### config.mk
export PLATFORM = sky130hd
export DESIGN_NAME = srf_ram
export DESIGN_NICKNAME = d
export VERILOG_FILES = /design/src/design/srf_ram.sv
export SDC_FILE = /design/constraint.sdc
export NUM_CORES = 1
export LEC_CHECK = 0
export BUFFER_PORTS_ARGS = -buffer_cell sky130_fd_sc_hd__buf_2
export CAP_MARGIN = 20
export CORE_AREA = 2 2 126 128
export CTS_BUF_LIST = sky130_fd_sc_hd__clkbuf_4 sky130_fd_sc_hd__clkbuf_8
export CTS_CLUSTER_DIAMETER = 60
export DETAILED_ROUTE_END_ITERATION = 6
export DIE_AREA = 0 0 128 130
export GPL_TIMING_DRIVEN = 0
export PLACE_DENSITY_LB_ADDON = 0.08
export SYNTH_ARGS = -nofsm -noshare
export SYNTH_HDL_FRONTEND = slang
export SYNTH_SLANG_ARGS = --single-unit
### constraint.sdc
create_clock -name clock -period 3.5 [get_ports clock]
set_clock_uncertainty 0.15 [all_clocks]
set_input_delay 0.35 -clock clock [delete_from_list [all_inputs] [get_ports clock]]
set_output_delay 0.35 -clock clock [all_outputs]
set_load 0.01 [all_outputs]
### src/design/srf_ram.sv
// Generic single-write, single-read RAM with registered read data.
// No dependencies.
`default_nettype none
module srf_ram #(
   parameter int WIDTH = 8,
   parameter int DEPTH = 16,
   localparam int AW = (DEPTH > 1) ? $clog2(DEPTH) : 1
) (
   input  wire logic             clock,
   input  wire logic             wr_en,
   input  wire logic [AW-1:0]    wr_addr,
   input  wire logic [WIDTH-1:0] wr_data,
   input  wire logic             rd_en,
   input  wire logic [AW-1:0]    rd_addr,
   output logic      [WIDTH-1:0] rd_data
);
   logic [WIDTH-1:0] mem [DEPTH];

   always_ff @(posedge clock) begin
      if (wr_en) begin
         mem[wr_addr] <= wr_data;
      end
      if (rd_en) begin
         rd_data <= mem[rd_addr];
      end
   end
endmodule
`default_nettype wire

After elaboration in Yosys (flattened, before gate mapping)
Memory sizes are Yosys's and may differ from the RTL's. A register that Yosys moved wholly into a read port is not among the register bits.
Index checks and enable logic that the tools add are counted.

cells by class
  mux-type cells = 2

operators with widths
  kind     number
  $mux W1  2

word-level totals
  word-level logic and storage cells = 3
  input port bits = 19
  register bits = 0
  memories kept = 1
  RAM bits = 128

memory list
  name  depth  width  rd ports  clocked after Yosys merged registers in  wr ports  line  text
  mem   16     8      1         1                                        1         17    logic [WIDTH-1:0] mem [DEPTH];

Depth between registers and ports, before layout
Gate-level depths: netlist of the first run.

  depth after elaboration = 2
  gate-level depth with buffers = 5
  depth with buffers taken out = 3

Least setup slack after synthesis of the first run
OpenSTA, ideal clock, no wires.

  kind = in2reg
  start = input wr_addr[2]
  end = memory mem[0][0] (enable)
  data arrival time = 1.460 ns
  library setup time = 0.383 ns
  stages = 2
  setup slack = 1.507 ns
  required time = 2.967 ns
  cells stage by stage = or3b_2 nor3_1

RTL lines
  what             line  text
  start, declared  11    input wire logic [AW-1:0] wr_addr,
  end, declared    17

No word-level cell before the write port.

Final worst setup path of the first run
  start = input wr_addr[2]
  end = memory mem[3][3] (enable)

No word-level cell before the write port.

==> results of run 1 <==
path summary, 6_finish.rpt:
check / endpoint / slack, ns / cells after the start
max: mem[3][3]$_DFFE_PP_ / 1.71 / 3
min: rd_data[3]$_DFFE_PP_ / 0.12 / 1
max reg2reg: rd_data[7]$_DFFE_PP_ / 1.74 / 3
min reg2reg: rd_data[3]$_DFFE_PP_ / 0.62 / 3
cell usage in the layout (no fill, tap or decap):
cell type / count
clkbuf_4: 6
nor2_1: 13
clkbuf_8: 17
clkinv_1: 6
nor3_2: 1
nor2b_1: 1
nand2b_1: 2
or3b_2: 1
nor3_1: 3
buf_6: 3
clkdlybuf4s25_2: 3
edfxtp_1: 136
mux4_1: 14
a22oi_1: 16
nand3_1: 1
buf_4: 2
mux4_2: 18
nand2_1: 9
clkinv_2: 2
buf_2: 30
nand3b_1: 2
and2b_1: 1
and2_1: 1
sequential cells by signal, indices dropped and copies added (netlist names):
name	cells
mem	128
rd_data	8
routing by layer:
metal	vias to the layer above	global-route usage (%)	share of wire, %
li1	1073	-	-
met1	1242	18.9	46
met2	49	23.0	49
met3	8	4.76	4.6
met4	0	5.43	1.0
met5	-	0	0
cell families (layout without fill, tap and decap cells):
group,after synthesis,in the layout,synth area share (%)
simple gates,35,35,3.14
mux,32,32,14.8
flops,136,136,78.1
compound gates,16,16,2.30
buf+inv,10,69,1.65
cell type report:
class                   count  area share (%)
clock inverters             8           0.549
plain buffers              10            1.46
repair buffers             28            2.41
well taps                 192            4.05
multi-input cells          83            17.9
clock buffers              23            4.71
flip-flops and latches    136            68.9
report_power, final:
group / switching (µW) / total (µW) / internal (µW) / leakage [µW]
clock network: 525 / 1040 / 514 / 0.000167
registers: 7.10 / 1840 / 1830 / 0.00124
logic: 109 / 180 / 71.2 / 0.000535
total: 641 / 3060 / 2420 / 0.00194
worst max-delay path, stage by stage:
cell and delay, ns:
buf_2 0.12, or3b_2 0.54, nor2_1 0.68
per-stage QoR:
| step | utilization, % | cell area (µm²) | cells | power, µW |
|---|---|---|---|---|
| finish | 38.4 | 5930 | 480 | 3060 |
| detailed placement | 36.4 | 5620 | 449 | 2060 |
| global placement | 36.3 | 5590 | 446 | 2060 |
| floorplan | - | 5230 | 229 | 1970 |
| CTS | 38.4 | 5930 | 480 | 3110 |
| global route | 38.4 | 5930 | 480 | 3190 |
==> metrics.md, run 1 <==
| Metric | Value |
|---|---|
| WL/cell | `22.8 µm` |
| Final nets | `295` |
| Crit path kind | `in2reg` |
| Routed Antenna Nets | `0` |
| Clock root cell | `clkbuf_8` |
| Async set-reset flop share out of synthesis | `0%` |
| Yosys cell types | `18` |
| Setup violators final | `0` |
| Die area | `16,600 µm²` |
| Via density | `4.94` |
| CTS tree | `done` |
| Leakage | `0.00194 µW` |
| Vias | `2,372` |
| Final Hold Fails | `0` |
| First-pass GRT wire length | `16,200 µm` |
| Htree depth | `4` |
| Die Wd | `128 µm` |
| Clk buf depth | `2` |
| Post-DP HPWL | `7010 µm` |
| Post-synth top cells | `edfxtp_1 (136), mux4_2 (18), a22oi_1 (16), mux4_1 (14), nor2_1 (13)` |
| Core area | `15,400 µm²` |
| FF-to-FF Start | `mem[7][7]$_DFFE_PP_` |
| I/O Buffers | `25` |
| Relative slew slack | `41.8%` |
| Post-Syn Area | `5230 µm²` |
| Starting DRT DRC Count | `146` |
| Multi-input gate area | `1060 µm²` |
| Final Cycle Share | `51.0%` |
| Hold Crit Start | `rd_en` |
| Sequential Area | `4080 µm²` |
| Dominant synthesized flop cell | `edfxtp_1` |
| Total Wirelength | `10,900 µm` |
| Placer's final routability congestion estimate | `0.687` |
| WP data arrival | `1.69 ns` |
| Syn. warnings | `0` |
| Initial Util | `33.9%` |
| Cts hold-fix bufs | `0` |
| Outcome | `completed` |
| CTS resizes | `0` |
| Layout cells sized above 1 | `28.8%` |
| Net Count, Synth | `248` |
| Synth-to-Final Area Change | `13.4%` |
| Clock Latency Late Sink | `0.43 ns` |
| Worst Hold Class | `in2reg` |
| Initial DRT Pass Iterations | `4` |
| Count of pins over their slew limit | `0` |
| Final worst setup slack | `1.71 ns` |
| Remaining DRCs | `0` |
| Post-Route Setup TNS | `0 ns` |
| Syn avg cell area | `22.8 µm²` |
| Maxcap violations | `0` |
| Largest net degree at the start of global routing | `17` |
| Antenna cells | `0` |
| # fillers | `1,424` |
| # IOs | `27` |
| # Post-CTS Setup Buffers | `0` |
| Die Span Y | `130 µm` |
| Worst slew pin tran | `0.870 ns` |
| Worst Path Required | `3.40 ns` |
| Register area share after synthesis | `78.1%` |
| Pwr per Cell Area | `516 nW/µm²` |
| Initial antenna violation count | `0` |
| GR Util All Layers | `14.5%` |
| Startpoint types | `input pin` |
| Site Rows | `46` |
| CTS Buf Count | `17` |
| Clock sink total | `136` |
| RSZ-0062 raised after global routing | `false` |
| Cells after Synth | `229` |
| CP Launch Point | `wr_addr[2]` |
| Hold WS | `0.124 ns` |
| Maximum vdd drop | `0.000210 V` |
| Critical-path maximum fanout | `8` |
| Min Clock Period, post-route | `1.79 ns` |
| Vias in the first global route | `2,505` |
| Place WS | `1.25 ns` |
| F_max | `560 MHz` |
| Top cell type's share of synthesized area | `78.1%` |
| Synth area leaders | `edfxtp_1 (78%), mux4_2 (7.8%), mux4_1 (7.0%)` |
| Area leader, netlist | `edfxtp_1` |
| Yosys reg bits | `136` |
| EDFF count, synth | `136` |
| Critical Path Sink Type | `flop` |
| Total grt overflow | `0` |
| Worst-path clk slew | `0.07 ns` |
| Most numerous cell in the Yosys netlist | `edfxtp_1` |
(Power assumes the default switching activity.)
==> run 2: changes to the inputs <==
clock period = 1.7 ns   (was 3.5 ns; I/O delays follow)
==> run 2 against run 1 <==
Clock power up 100%. Combinational power up 120%. Global-route usage down 0.30 points. Via count up 1.5%. Largest cell class unchanged.
==> metrics.md, run 2 (same netlist as run 1, synthesis figures left out) <==
| Metric | Value |
|---|---|
| Outcome | `completed` |
| CP peak stage delay | `0.47 ns` |
| Place WS | `-0.346 ns` |
| Finished Cell Area | `6030 µm²` |
| Htree depth | `4` |
| Vias | `2,408` |
| CTS tree | `done` |
| Worst-path clk slew | `0.07 ns` |
| Initial antenna violation count | `0` |
| GR Util All Layers | `14.2%` |
| I/O Buffers | `25` |
| Largest net degree at the start of global routing | `17` |
| Gate power share | `6.3%` |
| Commonest non-fill, non-tap cell in the layout | `edfxtp_1` |
| WP data arrival | `1.69 ns` |
| Max FFs per register | `128` |
| F_max | `604 MHz` |
| NetSw | `1330 µW` |
| WL/cell | `22.2 µm` |
| Core area | `15,400 µm²` |
| Routed Antenna Nets | `0` |
| Clock sink total | `136` |
| Worst Path Required | `1.73 ns` |
| Hold WS | `0.0565 ns` |
| Worst slew pin tran | `0.902 ns` |
| Vias in the first global route | `2,491` |
| First-pass GRT wire length | `15,800 µm` |
| Post-DP HPWL | `6960 µm` |
| Starting DRT DRC Count | `161` |
| Layout cells sized above 1 | `29.6%` |
| Initial Util | `33.9%` |
| Post-Route Setup TNS | `0 ns` |
| R2R setup slack | `0.04 ns` |
| Setup violators final | `0` |
| Pwr per Cell Area | `1040 nW/µm²` |
| Critical Path Sink Type | `flop` |
| RSZ-0062 raised after global routing | `false` |
| Die Span Y | `130 µm` |
| Maximum vdd drop | `0.000442 V` |
| # fillers | `1,410` |
| Synth-to-Final Area Change | `15.3%` |
| Largest Register | `mem` |
| Dpl cell area | `5620 µm²` |
| Relative slew slack | `39.6%` |
| Crit path kind | `reg2reg` |
| Maxcap violations | `0` |
| Die Wd | `128 µm` |
| Final Cycle Share | `97.4%` |
| Sw frac | `21.3%` |
| Final nets | `303` |
| CP top delay family | `multiplexers` |
| Final Hold Fails | `0` |
| Site Rows | `46` |
| Min Clock Period, post-route | `1.66 ns` |
| Dpl cells | `448` |
| Final worst setup slack | `0.0438 ns` |
| Initial DRT Pass Iterations | `4` |
| Clock Latency Late Sink | `0.44 ns` |
| Count of pins over their slew limit | `0` |
| Die area | `16,600 µm²` |
| Startpoint types | `flop` |
| Clk buf depth | `2` |
| Worst Hold Class | `in2reg` |
| Total Wirelength | `10,800 µm` |
| Largest registers | `mem (128), rd_data (8)` |
| Int Power | `4930 µW` |
| Via density | `4.95` |
| Total grt overflow | `0` |
| Leakage | `0.00196 µW` |
| Clock Power Share | `33.2%` |
| Crit-path slowest cell | `mux4_2` |
| Most frequent cells in the layout | `edfxtp_1 (136), buf_2 (29), mux4_2 (18)` |
| CP cell instances | `mux4_2, a22oi_2, nand2_1` |
| Worst Path Buf+Inv | `0` |
| Reg power frac | `60.5%` |
| Clock root cell | `clkbuf_8` |
| Post-route non-filler standard cell count | `486` |
| Antenna cells | `0` |
| Critical-path maximum fanout | `1` |
| CTS Buf Count | `17` |
| # IOs | `27` |
| Placer's final routability congestion estimate | `0.679` |
| Remaining DRCs | `0` |
[run 2: cell count changes in the layout (fill, tap and decap cells not counted)]
| cell | before | now |
|---|---|---|
| nor3_1 | 3 | 2 |
| a22oi_1 | 16 | 10 |
| a22oi_2 | 0 | 6 |
| clkinv_2 | 2 | 3 |
| buf_2 | 30 | 29 |
| clkbuf_4 | 6 | 3 |
| nor3_2 | 1 | 2 |
| dlygate4sd3_1 | 0 | 9 |
[run 2: final timing paths]
kind / from / to / depth (start not counted)
min: wr_addr[1] / mem[4][5]$_DFFE_PP_ / 2
max reg2reg: mem[2][7]$_DFFE_PP_ / rd_data[7]$_DFFE_PP_ / 3
min reg2reg: mem[11][1]$_DFFE_PP_ / rd_data[1]$_DFFE_PP_ / 3
max: mem[2][7]$_DFFE_PP_ / rd_data[7]$_DFFE_PP_ / 3
[run 2: worst register-to-register path, stage by stage (launching register included)]
cell and delay (ns):
edfxtp_1 0.36, mux4_2 0.47, a22oi_2 0.31, nand2_1 0.11
[run 2: area by class of cell]
cell class                      count  area (µm²)  share of cell area (%)
Multi-Input combinational cell     83        1100                    18.2
Clock buffer                       20         256                    4.25
Tap cell                          192         240                    3.98
Timing Repair Buffer               36         228                    3.78
Buffer                             10        86.3                    1.43
Clock inverter                      9        37.5                   0.623
Sequential cell                   136        4080                    67.7
[run 2: what timing repair did]
item | 4_1_cts | 5_1_grt
endpoints found under the hold margin | 136 | 0
gates cloned | 0 | 0
hold buffers | 9 | 0
setup endpoints to repair | 4 | 2
buffers inserted | 0 | 0
resized for setup | 4 | 2
[run 2: metrics by stage]
step / total power (µW) / utilization, %
after floorplan: 4060 / -
after global placement: 4240 / 36.3
after detailed placement: 4250 / 36.4
after CTS: 6350 / 39.0
after global routing: 6520 / 39.1
final: 6260 / 39.1
[run 2: metal layers]
layer	track usage (%)	wire length, µm	vias up
met4	6.72	289	0
met5	0	0	-
met3	4.35	386	17
li1	-	-	1092
met2	20.9	4920	56
met1	19.5	5180	1243
[run 2: power groups by stage]
| stage | Clock [µW] | Sequential, µW | Combinational [µW] |
|---|---|---|---|
| after detailed placement | 0 | 3860 | 381 |
| after CTS | 2160 | 3790 | 403 |
| after global placement | 0 | 3860 | 375 |
| after global routing | 2290 | 3790 | 432 |
| final | 2080 | 3790 | 394 |
| after floorplan | 0 | 3870 | 191 |
