--- config.mk ---
export PLATFORM = sky130hd
export DESIGN_NAME = srf_datapath
export DESIGN_NICKNAME = d
export VERILOG_FILES = /design/src/design/srf_pkg.sv /design/src/design/srf_datapath.sv
export SDC_FILE = /design/constraint.sdc
export NUM_CORES = 2
export LEC_CHECK = 0
export BUFFER_PORTS_ARGS = -buffer_cell sky130_fd_sc_hd__buf_2
export CAP_MARGIN = 20
export CORE_AREA = 2 2 435 437
export DETAILED_ROUTE_END_ITERATION = 7
export DIE_AREA = 0 0 437 439
export GPL_ROUTABILITY_DRIVEN = 0
export PLACE_DENSITY_LB_ADDON = 0.08
export SYNTH_ARGS = -nofsm -noshare
export SYNTH_HDL_FRONTEND = slang
export SYNTH_SLANG_ARGS = --single-unit
--- constraint.sdc ---
create_clock -name vclk -period 23.1
set_input_delay 2.31 -clock vclk [all_inputs]
set_output_delay 2.31 -clock vclk [all_outputs]
set_load 0.05 [all_outputs]
--- src/design/srf_pkg.sv ---
// Package for the RRIP replacement block with spatial filter.
// Holds beat types, register codes, defaults and state machine type.
// No dependencies.
`default_nettype none
package srf_pkg;

   // default sizing of the block
   localparam int NUM_SETS_DEF          = 2048;
   localparam int NUM_WAYS_DEF          = 16;
   localparam int FILTER_DEPTH_DEF      = 8;
   localparam int RRIP_WIDTH_DEF        = 2;
   localparam int BLOCK_OFFSET_BITS_DEF = 6;

   // fixed field widths
   localparam int SET_IN_W = 11;
   localparam int WAY_IN_W = 4;
   localparam int ADDR_W   = 64;
   localparam int CNT_W    = 7;
   localparam int VAL_W    = 2;

   localparam logic [CNT_W-1:0] CNT_MAX = '1;

   // configuration port
   localparam int CSR_IDX_W  = 4;
   localparam int CSR_DATA_W = 7;

   localparam logic [CSR_IDX_W-1:0] CSR_WINDOW_LENGTH    = 4'd0;
   localparam logic [CSR_IDX_W-1:0] CSR_SPATIAL_THRESH   = 4'd1;
   localparam logic [CSR_IDX_W-1:0] CSR_INSERT_SPATIAL   = 4'd2;
   localparam logic [CSR_IDX_W-1:0] CSR_INSERT_IRREGULAR = 4'd3;

   localparam logic [CNT_W-1:0] WINDOW_LENGTH_RST    = 7'd64;
   localparam logic [CNT_W-1:0] SPATIAL_THRESH_RST   = 7'd38;
   localparam logic [VAL_W-1:0] INSERT_SPATIAL_RST   = 2'd1;
   localparam logic [VAL_W-1:0] INSERT_IRREGULAR_RST = 2'd3;

   localparam logic MODE_VICTIM = 1'b0;
   localparam logic MODE_UPDATE = 1'b1;

   typedef struct packed {
      logic                mode;
      logic [SET_IN_W-1:0] set_index;
      logic [WAY_IN_W-1:0] way_index;
      logic [ADDR_W-1:0]   physical_address;
      logic                was_hit;
   } req_type;

   typedef struct packed {
      logic [WAY_IN_W-1:0] victim_way;
      logic [VAL_W-1:0]    new_rrip;
      logic                set_is_spatial;
   } rsp_type;

   typedef struct packed {
      logic [CNT_W-1:0] window_length;
      logic [CNT_W-1:0] spatial_count_threshold;
      logic [VAL_W-1:0] insert_spatial;
      logic [VAL_W-1:0] insert_irregular;
   } cfg_type;

   typedef enum logic [1:0] {
      ST_CLEAR,
      ST_IDLE,
      ST_EXEC
   } state_type;

endpackage
`default_nettype wire

--- src/design/srf_datapath.sv ---
// Per-set compute: victim aging and search, filter match, window stats,
// FIFO push and new re-reference value. Uses srf_pkg.
`default_nettype none
module srf_datapath #(
   parameter int NUM_WAYS          = srf_pkg::NUM_WAYS_DEF,
   parameter int FILTER_DEPTH      = srf_pkg::FILTER_DEPTH_DEF,
   parameter int RRIP_WIDTH        = srf_pkg::RRIP_WIDTH_DEF,
   parameter int BLOCK_OFFSET_BITS = srf_pkg::BLOCK_OFFSET_BITS_DEF,
   localparam int BLK_W  = srf_pkg::ADDR_W - BLOCK_OFFSET_BITS,
   localparam int FILL_W = $clog2(FILTER_DEPTH + 1),
   localparam int HEAD_W = (FILTER_DEPTH > 1) ? $clog2(FILTER_DEPTH) : 1,
   localparam int CW     = srf_pkg::CNT_W,
   localparam int META_W = 2 * CW + 1 + FILL_W + HEAD_W
) (
   input  wire srf_pkg::cfg_type                            cfg,
   input  wire logic                                        mode,
   input  wire logic [srf_pkg::WAY_IN_W-1:0]                way_in,
   input  wire logic [BLK_W-1:0]                            blk,
   input  wire logic                                        was_hit,
   input  wire logic [NUM_WAYS-1:0][RRIP_WIDTH-1:0]         rrip_rd,
   input  wire logic [META_W-1:0]                           meta_rd,
   input  wire logic [FILTER_DEPTH-1:0][BLK_W-1:0]          blk_rd,
   output logic                                             rrip_we,
   output logic      [NUM_WAYS-1:0][RRIP_WIDTH-1:0]         rrip_wr,
   output logic                                             meta_we,
   output logic      [META_W-1:0]                           meta_wr,
   output logic                                             blk_we,
   output logic      [FILTER_DEPTH-1:0][BLK_W-1:0]          blk_wr,
   output srf_pkg::rsp_type                                 rsp
);
   localparam int SUM_W  = FILL_W + 1;
   localparam int WAY_W  = (NUM_WAYS > 1) ? $clog2(NUM_WAYS) : 1;

   localparam logic [RRIP_WIDTH-1:0] RMAX = '1;

   logic [CW-1:0]     acc, hits, acc1, hits1;
   logic              spatial, spatial1;
   logic [FILL_W-1:0] fill, fill1;
   logic [HEAD_W-1:0] head, head1, slot;
   logic [SUM_W-1:0]  sum, hinc;

   logic [RRIP_WIDTH-1:0]                top, add;
   logic [NUM_WAYS-1:0][RRIP_WIDTH-1:0]  aged;
   logic [WAY_W-1:0]                     vic;
   logic                                 found;

   logic       nb, frequent, way_ok;
   logic [1:0] v2;
   logic [3:0] v4;
   logic [RRIP_WIDTH-1:0] vclamp;
   logic [BLK_W-1:0] e_up, e_dn;

   assign {acc, hits, spatial, fill, head} = meta_rd;

   // victim: age to the max and take the lowest way at max
   always_comb begin
      top   = '0;
      found = 1'b0;
      vic   = '0;
      for (int w = 0; w < NUM_WAYS; w++) begin
         if (rrip_rd[w] > top) top = rrip_rd[w];
      end
      add = RMAX - top;
      for (int w = 0; w < NUM_WAYS; w++) begin
         aged[w] = rrip_rd[w] + add;
      end
      for (int w = 0; w < NUM_WAYS; w++) begin
         if (!found && aged[w] == RMAX) begin
            vic   = WAY_W'(w);
            found = 1'b1;
         end
      end
   end

   // filter match over the filled slots, all compared in parallel
   always_comb begin
      nb       = 1'b0;
      frequent = 1'b0;
      e_up     = '0;
      e_dn     = '0;
      for (int i = 0; i < FILTER_DEPTH; i++) begin
         e_up = blk_rd[i] + BLK_W'(1);
         e_dn = blk_rd[i] - BLK_W'(1);
         if (SUM_W'(i) < SUM_W'(fill)) begin
            if (blk == e_up || blk == e_dn) nb = 1'b1;
            if (blk == blk_rd[i]) frequent = 1'b1;
         end
      end
   end

   // window statistics and classification
   always_comb begin
      acc1     = (acc < srf_pkg::CNT_MAX) ? acc + CW'(1) : acc;
      hits1    = (nb && hits < srf_pkg::CNT_MAX) ? hits + CW'(1) : hits;
      spatial1 = spatial;
      if (acc1 >= cfg.window_length) begin
         spatial1 = hits1 > cfg.spatial_count_threshold;
         acc1     = '0;
         hits1    = '0;
      end
   end

   // FIFO push of a block not already held: append while not full, else overwrite oldest
   always_comb begin
      sum = SUM_W'(head) + SUM_W'(fill);
      if (sum >= SUM_W'(FILTER_DEPTH)) sum = sum - SUM_W'(FILTER_DEPTH);
      hinc = SUM_W'(head) + SUM_W'(1);
      if (hinc >= SUM_W'(FILTER_DEPTH)) hinc = '0;
      fill1  = fill;
      head1  = head;
      blk_wr = blk_rd;
      if (SUM_W'(fill) < SUM_W'(FILTER_DEPTH)) begin
         slot  = sum[HEAD_W-1:0];
         fill1 = fill + FILL_W'(1);
      end else begin
         slot  = head;
         head1 = hinc[HEAD_W-1:0];
      end
      if (!frequent) begin
         blk_wr[slot] = blk;
      end else begin
         fill1 = fill;
         head1 = head;
      end
   end

   // new re-reference value
   always_comb begin
      if (was_hit)       v2 = frequent ? 2'd0 : 2'd1;
      else if (spatial1) v2 = frequent ? 2'd0 : cfg.insert_spatial;
      else               v2 = frequent ? 2'd1 : cfg.insert_irregular;
      v4     = 4'(v2);
      vclamp = (v4 > 4'(RMAX)) ? RMAX : RRIP_WIDTH'(v2);
      way_ok = {2'b00, way_in} < 6'(NUM_WAYS);
   end

   // write-back and response
   always_comb begin
      meta_wr = {acc1, hits1, spatial1, fill1, head1};
      rrip_wr = rrip_rd;
      rsp     = '0;
      if (mode == srf_pkg::MODE_VICTIM) begin
         rrip_wr            = aged;
         rrip_we            = 1'b1;
         meta_we            = 1'b0;
         blk_we             = 1'b0;
         rsp.victim_way     = srf_pkg::WAY_IN_W'(vic);
         rsp.set_is_spatial = spatial;
      end else begin
         rrip_wr[WAY_W'(way_in)] = vclamp;
         rrip_we            = way_ok;
         meta_we            = 1'b1;
         blk_we             = !frequent;
         rsp.new_rrip       = srf_pkg::VAL_W'(vclamp);
         rsp.set_is_spatial = spatial1;
      end
   end
endmodule
`default_nettype wire

* Word-level counts from Yosys, hierarchy flattened
Index checks and enable logic that the tools add are counted.
** Storage, ports and cells
- Register bits :: 0
- Memories :: 0
- ROM bits :: 0
- Memory bits (writable) :: 0
- Output and inout bits :: 528
- Bits in latches :: 0
** Operators by class
- Eq/ne operators :: 40
- Multiply operators :: 0
- Add/subtract/negate cells :: 39
- Reduce and logical (&&, ||, !) cells :: 42
- Mux-type cells :: 108
- Bitwise operators :: 0
- Div/mod/pow operators :: 0
- Shift operators :: 0
- Magnitude comparators :: 35
** Operator list (number)
- $eq A58 B58 Y1 :: 24
- $add A58 B1 Y58 const B :: 8
- $bwmux W464 :: 1
- $mux W464 :: 1
- $sub A58 B1 Y58 const B :: 8
- $demux W58 S3 :: 1
- $mux W4 :: 17
- $mux W58 :: 1
- $mux W1 :: 53
- $mux W2 :: 22
- $add A2 B2 Y2 :: 16
- $bwmux W32 :: 1
- $eq A2 B2 Y1 const B :: 16
- $mux W32 :: 1
- $gt A2 B2 Y1 :: 15
- $mux W7 :: 4
- $logic_and A1 B1 Y1 :: 18
- $logic_not A1 Y1 :: 16
- $lt A3 B4 Y1 const A :: 4
- $mux W3 :: 5
- $add A7 B1 Y7 const B :: 2
- $lt A7 B7 Y1 const B :: 2
- $demux W2 S4 :: 1
- $logic_or A1 B1 Y1 :: 8
- other kinds (17) :: 19

* Logic depth before layout (Yosys ltp)
- Depth after elaboration :: 82
- Mapped depth :: 87
- Depth with buffers taken out :: 85

* Worst setup path after synthesis
Ideal clock, no wire load.
- Path type :: input to output
- Start point :: in rrip_rd[3] in the netlist's numbering
- End point :: out rsp[4] in the netlist's numbering
- Stages :: 81
- Arrival :: 16.689 ns
- Setup slack :: 4.101 ns
- Path buffers :: 2
- Data required time :: 20.790 ns
- Cell sequence :: inv_1 ha_1 nor4b_1 a31oi_1 nand2_1 ha_1 or3b_2 o41ai_1 a41oi_1 o211a_1 ha_1 o21ba_2 nor2_1 a21oi_1 ha_1 inv_1 o22ai_1 o21ai_0 [45 not listed] inv_1 o22ai_1 nand2_1 o22ai_1 ha_1 nand2_1 o21ai_0 nor2b_1 a21oi_1 o21a_1 clkbuf_1 buf_1 xor2_1 a21oi_1 nand2_1 nor2_1 nand3_1 o32ai_1
** RTL lines
- start, declared :: line srf_datapath.sv:20 : input wire logic [NUM_WAYS-1:0][RRIP_WIDTH-1:0] rrip_rd,
- end, declared :: line srf_datapath.sv:29 : output srf_pkg::rsp_type rsp

==> impl_metrics.yaml <==
status:
  status: "complete, but fails checks"
  violations: "design-rule violations"
final_layout:
  ff_latch_area_um2: 0
  seq_cells: 0
  fillers: 21300
  syn2layout_area_growth_pct: 17.4
  drive_above_1_share_pct: 24.4
  layout.nets: 7932
  n_clock_buffer: 0
timing:
  grt_setup_unrepaired: "false"
  slew_viol_final: 0
  fin_tns_setup_ns: 0
  setup_viol: 0
  slew_headroom_pct: 13.0
  fin_crit_sh_pct: 87.1
  fmax_mhz: 49.7
  max_slew.worst_pin.slew_ns: 1.30
  finalCriticalPeriod_ns: 20.11
  finalHoldViolCount: 0
die:
  pin_count: 1128
  core_area_um2: 187000
  die_width_um: 437
  die_area_um2: 192000
  fp.dieH_um: 439
  start_util_pct: 23.1
  placementRows: 159
logic_synthesis:
  ys_top_cells_by_area: "xnor2_1 (11%), mux2_2 (10%), xor2_1 (8.2%)"
  synthesis.nets: 7326
  synth_top_cell_by_area: "xnor2_1"
  yosysSeqAreaShare_pct: 0
  synth_area_um2: 43200
  syn_avg_cell_area_um2: 6.50
  synth_cell_types: 104
  yosys.area.top_type_share_pct: 11.2
  synth_top_cells_by_count: "clkbuf_1 (590), nand2_1 (570), xnor2_1 (551)"
  synth_warnings: 0
  synth.most_common_cell: "clkbuf_1"
  syn_inst: 6643
placed_design:
  port_buffers: 1127
  dp_hpwl_um: 280000
setup_path:
  cp_slowest_cell: "or3b_2"
  worst-path-buf-inv: 14
  start_kind: "primary input"
  max_stage_delay_ns: 0.45
  cp.arrival_ns: 17.80
  cpMostUsedCell: "ha_1"
  worstSetupPathType: "in2out"
  critical-path-top-delay-family: "compound AO/OA/AOI/OAI gates"
  crit_required_ns: 20.79
  critPathCaptureType: "primary output"
  worstPathMaxFanout: 32
grt:
  grt_max_degree: 81
  grt_use_total_pct: 34.3
  grt_antenna_before_repair: 69
  grt_pass1_vias: 54600
  overflow: 0
  grt_pass1_wl_um: 468000
routing:
  vias_per_cell: 6.10
  wl_per_cell_um: 35.9
  drc_errors: 1
  routed_wl_um: 352000
  drtIter0Drc: 7428
  ant_nets: 0
  drt_first_pass_iters: 8
  vias: 59700
clock_network:
  cts_hold_repair.buffers: 0
  ctsResizeCount: 0
  cts_setup_buffers: 0
run:
  maxCapViolCount: 0
hold_path:
  hold_class: "in2out"
==> per-stage QoR <==
step,std cells,worst slack [ns],hold slack [ns],util [%],instance area [um^2]
2_1_floorplan,6643,4.10,4.79,-,43200
3_3_place_gp,9735,3.25,5.08,27.0,50500
3_5_place_dp,9736,3.18,5.08,27.0,50500
4_1_cts,9736,3.17,5.08,27.0,50500
5_1_grt,9762,1.42,5.10,27.1,50600
6_report,9783,2.99,5.08,27.1,50700
==> worst min-delay path, cell delays in order <==
cell and delay (ns):
buf_2 0.13, nand2_1 0.05, o21ai_0 0.07, buf_2 0.21
==> routing by layer <==
metal	GRT usage [%]	vias up	part of all wire [%]
li1	-	26000	-
met1	43.8	29300	41
met2	52.4	3602	43
met3	6.00	777	8.3
met4	23.3	26	8.0
met5	0	-	0.046
==> path summary, 6_finish.rpt <==
kind | cells after the start | start | slack, ns | to
worst min-delay path | 4 | blk_rd[384] | 5.08 | blk_wr[384]
worst max-delay path | 82 | rrip_rd[2] | 2.99 | rsp[4]
==> area by class of cell <==
cell class	instances	area, um^2	area share [%]
Timing Repair Buffer	1265	6690	13.2
Antenna cell	41	103	0.203
Inverter	204	766	1.51
Tap cell	2495	3120	6.16
Multi-Input combinational cell	5778	40000	78.9
==> cell usage in the layout (no fill, tap or decap), drive strengths merged, types with 38 or more instances in the layout <==
master | synthesis | routed
xor2 | 406 | 406
mux2i | 92 | 92
nand3 | 293 | 293
nor3 | 295 | 295
nor4 | 276 | 276
xnor2 | 551 | 551
o211ai | 59 | 59
o22ai | 44 | 44
mux2 | 396 | 396
o31ai | 40 | 40
nor2b | 54 | 54
a31oi | 80 | 80
a211oi | 71 | 71
and3 | 115 | 115
nor2 | 425 | 425
o21ai | 297 | 297
diode | 0 | 41
or3 | 112 | 112
nand2 | 571 | 571
and2 | 75 | 75
nor3b | 39 | 39
and4 | 100 | 100
or2 | 38 | 38
a21oi | 185 | 185
or4 | 117 | 117
nand4 | 316 | 316
nand2b | 75 | 75
ha | 82 | 82
inv | 201 | 201
buf | 68 | 1260
==> logic make-up after synthesis <==
family,share of synthesized area [%]
xor+xnor,19.5
other cells,0.00869
buf+inv,7.63
simple gates,38.8
compound gates,19.2
fa+ha+maj,2.42
mux,12.5
